<file path="src/rtl/core/hkm_pkg.sv">
// Shared types, constants and command/status bundles for the k-way merge heap.
package hkm_pkg;

    localparam int HKM_MAX_SOURCES = 16;
    localparam int KEY_W           = 32;
    localparam int RUN_W           = 4;
    localparam int RUN_SLOTS       = 16;
    localparam int OFFSET_W        = 32;
    localparam int POS_W           = 32;

    typedef enum logic [1:0] {
        CMD_CLEAR       = 2'd0,
        CMD_INSERT      = 2'd1,
        CMD_POP_REPLACE = 2'd2,
        CMD_POP_REMOVE  = 2'd3
    } t_cmd;

    typedef enum logic [1:0] {
        ST_OK    = 2'd0,
        ST_FULL  = 2'd1,
        ST_EMPTY = 2'd2
    } t_status;

    typedef struct packed {
        t_cmd                cmd;
        logic [KEY_W-1:0]    key;
        logic [RUN_W-1:0]    run_number;
        logic [OFFSET_W-1:0] start_offset;
    } t_in;

    typedef struct packed {
        logic                emit_valid;
        logic [KEY_W-1:0]    out_key;
        logic [RUN_W-1:0]    out_run;
        logic [OFFSET_W-1:0] out_offset;
        logic [POS_W-1:0]    out_position;
        logic [RUN_W-1:0]    fetch_run;
        logic                heap_empty;
        t_status             status;
    } t_out;

    typedef struct packed {
        logic [KEY_W-1:0] key;
        logic [RUN_W-1:0] run;
    } t_entry;

    typedef enum logic [2:0] {
        S_IDLE,
        S_UP_RD,
        S_UP_CMP,
        S_DN_RD,
        S_DN_CMP,
        S_RM_RD,
        S_RM_LD,
        S_FIN
    } t_state;

    // controller -> datapath
    typedef struct packed {
        logic start;
        logic up_rd;
        logic up_cmp;
        logic dn_rd;
        logic dn_cmp;
        logic rm_rd;
        logic rm_ld;
        logic fin;
    } t_dp_op;

    // datapath -> controller
    typedef struct packed {
        logic go_up;
        logic go_dn;
        logic go_rm;
        logic up_at_root;
        logic up_stop;
        logic dn_leaf;
        logic dn_stop;
        logic out_free;
    } t_dp_sts;

endpackage

</file>
<file path="src/rtl/core/hkm_ctrl.sv">
// Sequencer for the merge heap: accept, sift up / sift down steps, result hand-off.
module hkm_ctrl (
    input  logic             i_clk,
    input  logic             i_rst_n,
    input  logic             i_in_valid,
    input  hkm_pkg::t_dp_sts i_sts,
    output logic             o_in_stall,
    output hkm_pkg::t_dp_op  o_op
);
    import hkm_pkg::*;

    t_state r_state;
    t_state n_state;

    always_ff @(posedge i_clk) begin
        if (!i_rst_n) begin
            r_state <= S_IDLE;
        end else begin
            r_state <= n_state;
        end
    end

    always_comb begin
        n_state = r_state;
        unique case (r_state)
            S_IDLE: begin
                if (i_in_valid) begin
                    priority if (i_sts.go_up) n_state = S_UP_RD;
                    else if (i_sts.go_dn)     n_state = S_DN_RD;
                    else if (i_sts.go_rm)     n_state = S_RM_RD;
                    else                      n_state = S_FIN;
                end
            end
            S_UP_RD:  n_state = i_sts.up_at_root ? S_FIN : S_UP_CMP;
            S_UP_CMP: n_state = i_sts.up_stop ? S_FIN : S_UP_RD;
            S_DN_RD:  n_state = i_sts.dn_leaf ? S_FIN : S_DN_CMP;
            S_DN_CMP: n_state = i_sts.dn_stop ? S_FIN : S_DN_RD;
            S_RM_RD:  n_state = S_RM_LD;
            S_RM_LD:  n_state = S_DN_RD;
            S_FIN:    n_state = i_sts.out_free ? S_IDLE : S_FIN;
            default:  n_state = S_IDLE;
        endcase
    end

    // input held off while reset is asserted and whenever the sequencer is not idle
    always_comb begin
        o_op       = '0;
        o_in_stall = 1'b1;
        unique case (r_state)
            S_IDLE: begin
                o_in_stall = !i_rst_n;
                o_op.start = i_in_valid && i_rst_n;
            end
            S_UP_RD:  o_op.up_rd  = 1'b1;
            S_UP_CMP: o_op.up_cmp = 1'b1;
            S_DN_RD:  o_op.dn_rd  = 1'b1;
            S_DN_CMP: o_op.dn_cmp = 1'b1;
            S_RM_RD:  o_op.rm_rd  = 1'b1;
            S_RM_LD:  o_op.rm_ld  = 1'b1;
            S_FIN:    o_op.fin    = 1'b1;
            default:  o_op        = '0;
        endcase
    end

endmodule

</file>
<file path="src/rtl/core/hkm_datapath.sv">
// Heap memory, root shadow, per-run offsets, counters and the result register.
module hkm_datapath #(
    parameter int MAX_SOURCES = hkm_pkg::HKM_MAX_SOURCES
) (
    input  logic             i_clk,
    input  logic             i_rst_n,
    input  hkm_pkg::t_in     i_in,
    input  hkm_pkg::t_dp_op  i_op,
    output hkm_pkg::t_dp_sts o_sts,
    input  logic             i_out_stall,
    output logic             o_out_valid,
    output hkm_pkg::t_out    o_out
);
    import hkm_pkg::*;

    localparam int IW  = $clog2(MAX_SOURCES);
    localparam int CW  = $clog2(MAX_SOURCES + 1);
    localparam int CHW = IW + 2;
    localparam logic [CW-1:0] FULL_COUNT = CW'(MAX_SOURCES);

    t_entry r_mem [MAX_SOURCES];
    t_entry r_rd_a;
    t_entry r_rd_b;
    t_entry r_root;
    t_entry r_hold;

    logic [OFFSET_W-1:0] r_offset [RUN_SLOTS];

    logic [CW-1:0]    r_count;
    logic [POS_W-1:0] r_emitted;
    logic [IW-1:0]    r_pos;
    t_out             r_pend;
    t_out             r_out;
    logic             r_out_valid;

    logic [IW-1:0]       w_pos_m1;
    logic [IW-1:0]       w_parent;
    logic [CHW-1:0]      w_c;
    logic [CHW-1:0]      w_c1;
    logic [CHW-1:0]      w_n;
    logic                w_right_ok;
    logic                w_pick_right;
    t_entry              w_child;
    logic [IW-1:0]       w_child_idx;
    logic                w_empty;
    logic                w_full;
    logic [OFFSET_W-1:0] w_root_off;
    logic [IW-1:0]       w_rd_addr_a;
    logic [IW-1:0]       w_rd_addr_b;
    logic                w_we;
    t_entry              w_wd;
    t_out                w_pend;
    t_out                w_out;

    assign w_pos_m1     = r_pos - IW'(1);
    assign w_parent     = w_pos_m1 >> 1;
    assign w_c          = {1'b0, r_pos, 1'b1};
    assign w_c1         = w_c + CHW'(1);
    assign w_n          = CHW'(r_count);
    assign w_right_ok   = w_c1 < w_n;
    // ties go left; right only when the left key is strictly greater
    assign w_pick_right = w_right_ok && (r_rd_a.key > r_rd_b.key);
    assign w_child      = w_pick_right ? r_rd_b : r_rd_a;
    assign w_child_idx  = w_pick_right ? w_c1[IW-1:0] : w_c[IW-1:0];
    assign w_empty      = r_count == '0;
    assign w_full       = r_count == FULL_COUNT;
    assign w_root_off   = r_offset[r_root.run];

    always_comb begin
        o_sts            = '0;
        o_sts.go_up      = (i_in.cmd == CMD_INSERT) && !w_full;
        o_sts.go_dn      = (i_in.cmd == CMD_POP_REPLACE) && !w_empty;
        o_sts.go_rm      = (i_in.cmd == CMD_POP_REMOVE) && !w_empty;
        o_sts.up_at_root = r_pos == '0;
        o_sts.up_stop    = r_rd_a.key <= r_hold.key;
        o_sts.dn_leaf    = w_c >= w_n;
        o_sts.dn_stop    = w_child.key > r_hold.key;
        o_sts.out_free   = !r_out_valid || !i_out_stall;
    end

    // hole-style sifting: the moving entry stays in r_hold, one write per level
    always_comb begin
        w_we = 1'b0;
        w_wd = r_hold;
        if (i_op.up_rd && o_sts.up_at_root) begin
            w_we = 1'b1;
        end
        if (i_op.up_cmp) begin
            w_we = 1'b1;
            w_wd = o_sts.up_stop ? r_hold : r_rd_a;
        end
        if (i_op.dn_rd && o_sts.dn_leaf) begin
            w_we = 1'b1;
        end
        if (i_op.dn_cmp) begin
            w_we = 1'b1;
            w_wd = o_sts.dn_stop ? r_hold : w_child;
        end
    end

    always_comb begin
        priority if (i_op.up_rd) w_rd_addr_a = w_parent;
        else if (i_op.rm_rd)     w_rd_addr_a = r_count[IW-1:0];
        else                     w_rd_addr_a = w_c[IW-1:0];
        w_rd_addr_b = w_c1[IW-1:0];
    end

    always_ff @(posedge i_clk) begin
        if (w_we) begin
            r_mem[r_pos] <= w_wd;
        end
        r_rd_a <= r_mem[w_rd_addr_a];
        r_rd_b <= r_mem[w_rd_addr_b];
    end

    // root copy kept beside the memory so pops need no memory read
    always_ff @(posedge i_clk) begin
        if (w_we && (r_pos == '0)) begin
            r_root <= w_wd;
        end
    end

    always_ff @(posedge i_clk) begin
        if (i_op.start) begin
            if (i_in.cmd == CMD_INSERT && !w_full) begin
                r_offset[i_in.run_number] <= i_in.start_offset;
            end else if ((i_in.cmd == CMD_POP_REPLACE || i_in.cmd == CMD_POP_REMOVE)
                         && !w_empty) begin
                r_offset[r_root.run] <= w_root_off + OFFSET_W'(1);
            end
        end
    end

    always_ff @(posedge i_clk) begin
        if (!i_rst_n) begin
            r_count   <= '0;
            r_emitted <= '0;
        end else if (i_op.start) begin
            unique case (i_in.cmd)
                CMD_CLEAR: begin
                    r_count   <= '0;
                    r_emitted <= '0;
                end
                CMD_INSERT: begin
                    if (!w_full) begin
                        r_count <= r_count + CW'(1);
                    end
                end
                CMD_POP_REPLACE: begin
                    if (!w_empty) begin
                        r_emitted <= r_emitted + POS_W'(1);
                    end
                end
                CMD_POP_REMOVE: begin
                    if (!w_empty) begin
                        r_emitted <= r_emitted + POS_W'(1);
                        r_count   <= r_count - CW'(1);
                    end
                end
                default: begin
                    r_count <= r_count;
                end
            endcase
        end
    end

    // result fields known at accept time
    always_comb begin
        w_pend = '0;
        unique case (i_in.cmd)
            CMD_CLEAR: begin
                w_pend.status = ST_OK;
            end
            CMD_INSERT: begin
                if (w_full) begin
                    w_pend.status = ST_FULL;
                end
            end
            CMD_POP_REPLACE, CMD_POP_REMOVE: begin
                if (w_empty) begin
                    w_pend.status = ST_EMPTY;
                end else begin
                    w_pend.emit_valid   = 1'b1;
                    w_pend.out_key      = r_root.key;
                    w_pend.out_run      = r_root.run;
                    w_pend.out_offset   = w_root_off;
                    w_pend.out_position = r_emitted;
                end
            end
            default: begin
                w_pend.status = ST_OK;
            end
        endcase
    end

    always_ff @(posedge i_clk) begin
        if (i_op.start) begin
            r_pend <= w_pend;
            if (o_sts.go_up) begin
                r_hold <= '{key: i_in.key, run: i_in.run_number};
                r_pos  <= r_count[IW-1:0];
            end else if (o_sts.go_dn || o_sts.go_rm) begin
                r_pos  <= '0;
                r_hold <= '{key: i_in.key, run: r_root.run};
            end
        end else if (i_op.rm_ld) begin
            r_hold <= r_rd_a;
        end else if (i_op.up_cmp && !o_sts.up_stop) begin
            r_pos <= w_parent;
        end else if (i_op.dn_cmp && !o_sts.dn_stop) begin
            r_pos <= w_child_idx;
        end
    end

    always_ff @(posedge i_clk) begin
        if (!i_rst_n) begin
            r_out_valid <= 1'b0;
        end else if (i_op.fin && o_sts.out_free) begin
            r_out_valid <= 1'b1;
        end else if (!i_out_stall) begin
            r_out_valid <= 1'b0;
        end
    end

    always_comb begin
        w_out            = r_pend;
        w_out.fetch_run  = w_empty ? '0 : r_root.run;
        w_out.heap_empty = w_empty;
    end

    always_ff @(posedge i_clk) begin
        if (i_op.fin && o_sts.out_free) begin
            r_out <= w_out;
        end
    end

    assign o_out_valid = r_out_valid;
    assign o_out       = r_out;

endmodule

</file>
<file path="src/rtl/core/heap_kway_merge.sv">
// Sequence after accept: clear and refused commands go straight to the result register;
//   insert reads and compares once per level climbed toward the root; pop-replace does the
//   same per level descended; pop-remove first loads the last entry into the hole.
// Throughput: one transaction at a time, set by the heap memory's read-compare-write
//   loop per level, and held longer while a full result register is held by i_out_stall.
//   Next transaction taken once the result is loaded.
// Reset (synchronous, active low) empties the heap and zeroes the output position.
module heap_kway_merge #(
    parameter int MAX_SOURCES = hkm_pkg::HKM_MAX_SOURCES
) (
    input  logic          i_clk,
    input  logic          i_rst_n,
    input  logic          i_in_valid,
    output logic          o_in_stall,
    input  hkm_pkg::t_in  i_in,
    output logic          o_out_valid,
    input  logic          i_out_stall,
    output hkm_pkg::t_out o_out
);
    import hkm_pkg::*;

    t_dp_op  w_op;
    t_dp_sts w_sts;

    hkm_ctrl u_ctrl (
        .i_clk      (i_clk),
        .i_rst_n    (i_rst_n),
        .i_in_valid (i_in_valid),
        .i_sts      (w_sts),
        .o_in_stall (o_in_stall),
        .o_op       (w_op)
    );

    hkm_datapath #(
        .MAX_SOURCES (MAX_SOURCES)
    ) u_datapath (
        .i_clk       (i_clk),
        .i_rst_n     (i_rst_n),
        .i_in        (i_in),
        .i_op        (w_op),
        .o_sts       (w_sts),
        .i_out_stall (i_out_stall),
        .o_out_valid (o_out_valid),
        .o_out       (o_out)
    );

    // a refused insert means the heap was full, so it cannot read back empty
    a_full_not_empty: assert property (@(posedge i_clk) disable iff (!i_rst_n)
        (o_out_valid && o_out.status == ST_FULL) |-> !o_out.heap_empty)
        else $error("full-heap refusal reported with empty heap");

    a_empty_pop: assert property (@(posedge i_clk) disable iff (!i_rst_n)
        (o_out_valid && o_out.status == ST_EMPTY) |-> (o_out.heap_empty && !o_out.emit_valid))
        else $error("empty-heap pop reported a non-empty heap or an emit");

    // the input is stalled in the cycle after every acceptance
    a_busy_after_accept: assert property (@(posedge i_clk) disable iff (!i_rst_n)
        (i_in_valid && !o_in_stall) |=> o_in_stall)
        else $error("input accepted back to back");

endmodule

</file>
<file path="config.mk">
export PLATFORM = sky130hd
export DESIGN_NAME = heap_kway_merge
export DESIGN_NICKNAME = d
export VERILOG_FILES = /design/src/rtl/core/hkm_pkg.sv /design/src/rtl/core/hkm_ctrl.sv /design/src/rtl/core/hkm_datapath.sv /design/src/rtl/core/heap_kway_merge.sv
export SDC_FILE = /design/constraint.sdc
export NUM_CORES = 2
export LEC_CHECK = 0
export BUFFER_PORTS_ARGS = -buffer_cell sky130_fd_sc_hd__clkbuf_2
export CAP_MARGIN = 10
export CORE_MARGIN = 1
export CORE_UTILIZATION = 50
export DETAILED_ROUTE_END_ITERATION = 10
export PLACE_DENSITY = 0.71
export SYNTH_ARGS = -nofsm -noshare
export SYNTH_HDL_FRONTEND = slang
export SYNTH_SLANG_ARGS = --single-unit
</file>
<file path="constraint.sdc">
create_clock -name i_clk -period 8.4 [get_ports i_clk]
set_clock_uncertainty 0.2 [all_clocks]
set_input_delay 1.26 -clock i_clk [delete_from_list [all_inputs] [get_ports i_clk]]
set_output_delay 1.26 -clock i_clk [all_outputs]
set_load 0.02 [all_outputs]
</file>
==> metrics <==
Antenna Violating Nets Remaining=0; Post-CTS Resized=0; IO buf count=183; Vias/cell=6.23; multiplexer area fraction after synthesis=9.09%; final slew viol count=0; Critical Path Sink Type=register; DPL Wire Length=85.8 mm; placed cell count=5641; setup TNS=0 ns; sequential element share of the synthesized area=69.2%; VDD IR-drop max=330 uV; Cell Count, Final, Fillers Out=5916; cells along the critical path=buf_4 > inv_1 > ha_4 > ha_1 > o21a_1 > o21a_1 > o21ai_0 > nand3_1 > a31oi_4 > buf_4 > mux2_2 > ha_1 > nand4_1 > nor4_1 > nand2_1 > nor2_1 > o21bai_1 > and2_2 > nor2_1 > a222oi_1 > inv_1; IO Pins=184; clk buf depth=3; DR DRC count=0; Pre-antenna DRT Iters=8; root buffer cell=clkbuf_16; CP Class=register to register; Starting Density=50.4%; die width=353 um; Slew @ Worst Pin=1.19 ns; Post-Syn Area per Cell=15.4 um2; post-synthesis adder-cell area fraction=2.35%; Reg clk slew, reported paths=0.06 ns; Fin. Hold Viols=0; largest family of logic cells by synthesized area=multiplexers; synth-to-layout area growth=12.5%; Async SR Flop Fraction=0%; dpl ws=1.35 ns; Relative slew margins=20.4%; final worst slack=1.16 ns; leakage=24.2 nW; postcts setup bufs=0; critical path arrival=7.48 ns; count of cell types in the netlist=81; Top delay family on crit path=simple AND/OR/NAND/NOR gates; RePlAce Congestion=0.876; Hold Buf Count CTS=0; routed vias=36900; Vert. Die Dim=353 um; fill cell count=9287; total track usage=24.9%; Register Area=0.0426 mm2; Worst Hold Class=register to register; number of flops mapped to enable cells by yosys=1339; Worst path slowest cell=and2_2; crit path max fanout=33; post-synthesis simple-gate area fraction=8.05%; CP max stage delay=0.64 ns; multi-input logic area=0.0177 mm2; Core Area=0.122 mm2; 1st-iter DRT viols=4452; DRT Wirelength=156 mm; initial antenna violation count=6; Clock Latency Late Sink=0.79 ns; unrepaired setup endpoints after global routing=false; Core Rows=128; syn nets=4185; FF+latch count, synth=1456; Post-Synth XOR/XNOR Area=0.955%; status=completed; number of global-route vias before repair=36400; first-pass GRT wire length=231 mm; Syn Std Cell Area=0.0615 mm2; synthesized instance count=3996; Final period util=86.2%; WP buf/inv=4; Clock Sinks=1456; CTS tree=built; layout cells sized above 1=18.6%; CP startpoint kind=register; post-layout min period=7.24 ns; Required @ worst endpoint=8.65 ns; ys flop type=edfxtp_1; cell area power density=354 mW/mm2; WL/cell=26.4 um; Layout Nets=4356; Max-Cap Viols=0; pin count of the biggest net entering global routing=116; fmax=0.138 GHz; CTS H-Tree Depth=4; Ys Warns=0; grt total ovfl=0; post-synthesis compound-gate area fraction=7.79%; die area=0.124 mm2; Final setup viols=0; Num CTS Buffers=149
-- through the flow --
stage	power, mW	instance area (um2)	hold slack (ns)	utilization (%)
final	24.5	69200	0.194	56.8
after global routing	25.5	69200	0.193	56.8
after CTS	24.5	69200	0.188	56.8
after detailed placement	17.8	64300	0.205	52.7
after global placement	17.7	64300	0.200	52.7
after floorplan	15.4	61500	0.200	-
-- state kept, by name, indices dropped and copies added (netlist names), named ones only --
name / cells
u_datapath.r_count: 5
u_datapath.r_emitted: 32
u_datapath.r_mem: 560
u_datapath.o_out: 108
u_datapath.r_root: 16
u_datapath.o_out_valid: 1
u_datapath.r_rd_a: 36
u_datapath.r_rd_b: 36
u_datapath.r_offset: 512
u_datapath.r_hold: 36
u_datapath.r_pos: 4
u_datapath.r_pend: 103
u_ctrl.r_state: 3
-- routing by layer --
layer | share of wire [%] | global-route usage (%)
met5 | 0.015 | 0
met3 | 8.6 | 4.46
met2 | 48 | 39.7
met4 | 3.1 | 8.53
met1 | 41 | 34.7
-- worst paths after layout --
kind | from | to | slack [ns] | cells after the start
worst max-delay path | u_datapath.r_pos[0]$_DFFE_PP_ | u_datapath.r_mem[13][1]$_DFFE_PP_ | 1.16 | 21
worst min-delay path | u_datapath.r_pend[75]$_SDFFCE_PP0P_ | u_datapath.o_out[75]$_DFFE_PP_ | 0.19 | 0
worst max register to register | u_datapath.r_pos[0]$_DFFE_PP_ | u_datapath.r_mem[13][1]$_DFFE_PP_ | 1.16 | 21
worst min register to register | u_datapath.r_pend[75]$_SDFFCE_PP0P_ | u_datapath.o_out[75]$_DFFE_PP_ | 0.19 | 0
-- power by group --
| part | internal (mW) | switching (mW) | total, mW | leakage [nW] |
|---|---|---|---|---|
| combinational | 2.89 | 5.21 | 8.10 | 8.68 |
| sequential | 9.35 | 0.408 | 9.76 | 13.1 |
| clock | 3.79 | 2.84 | 6.63 | 2.38 |
-- cell usage in the layout, fill, tap and decap left out, types with 36 or more instances in the layout --
| cell | count |
|---|---|
| edfxtp_1 | 1339 |
| inv_1 | 90 |
| nand2_1 | 498 |
| a211oi_1 | 187 |
| o21ai_0 | 46 |
| mux2_2 | 69 |
| mux4_1 | 36 |
| and3_1 | 222 |
| a31oi_1 | 82 |
| clkbuf_16 | 150 |
| xor2_1 | 36 |
| clkbuf_2 | 182 |
| ha_1 | 113 |
| mux4_2 | 161 |
| dfxtp_1 | 115 |
| buf_4 | 92 |
| a311oi_1 | 72 |
| a21oi_1 | 128 |
| nor2_1 | 87 |
| nor3_1 | 53 |
-- cell usage after synthesis, drive strengths merged (19+ instances only) --
master  instances  area, um2
ha            114       1430
clkbuf        209        795
mux2           69        777
a21oi         132        661
and3          222       1390
a22oi          19        143
o21ai          65        333
xor2           37        324
dfxtp         117       2340
buf            47        390
mux4          197       4570
nor2          103        387
a221o          33        330
a311oi         72        631
nand4          31        213
nand3          30        155
nand2         501       1880
xnor2          30        263
edfxtp       1339      40200
a31oi          83        519
a221oi         22        199
mux2i          24        240
a211oi        188       1420
nor3           54        270
inv            93        349
and2           33        206
-- worst register-to-register path: cells and delay by family (launching register included) --
family,cells,cell delay [ns]
flops,1,0.34
mux,1,0.41
simple gates,7,2.05
buf+inv,4,1.36
fa+ha+maj,3,0.87
compound gates,6,1.68
-- layout make-up --
type | count | share of cell area (%)
clock inverter | 82 | 1.26
sequential | 1456 | 61.5
clock buffer | 192 | 5.81
antenna | 1 | 0.00362
inverter | 94 | 0.519
tap | 1625 | 2.94
timing repair buffer | 278 | 2.41
multi-input combinational | 2188 | 25.5
-- cell families after synthesis --
logic type / after synthesis
adder cells (fa/ha/maj): 115
buffers and inverters: 352
flip-flops: 1456
AO/OA/AOI/OAI: 683
AND/OR/NAND/NOR: 1033
multiplexers: 290
XOR/XNOR: 67
Note: power is estimated with default switching activity, not from simulation.
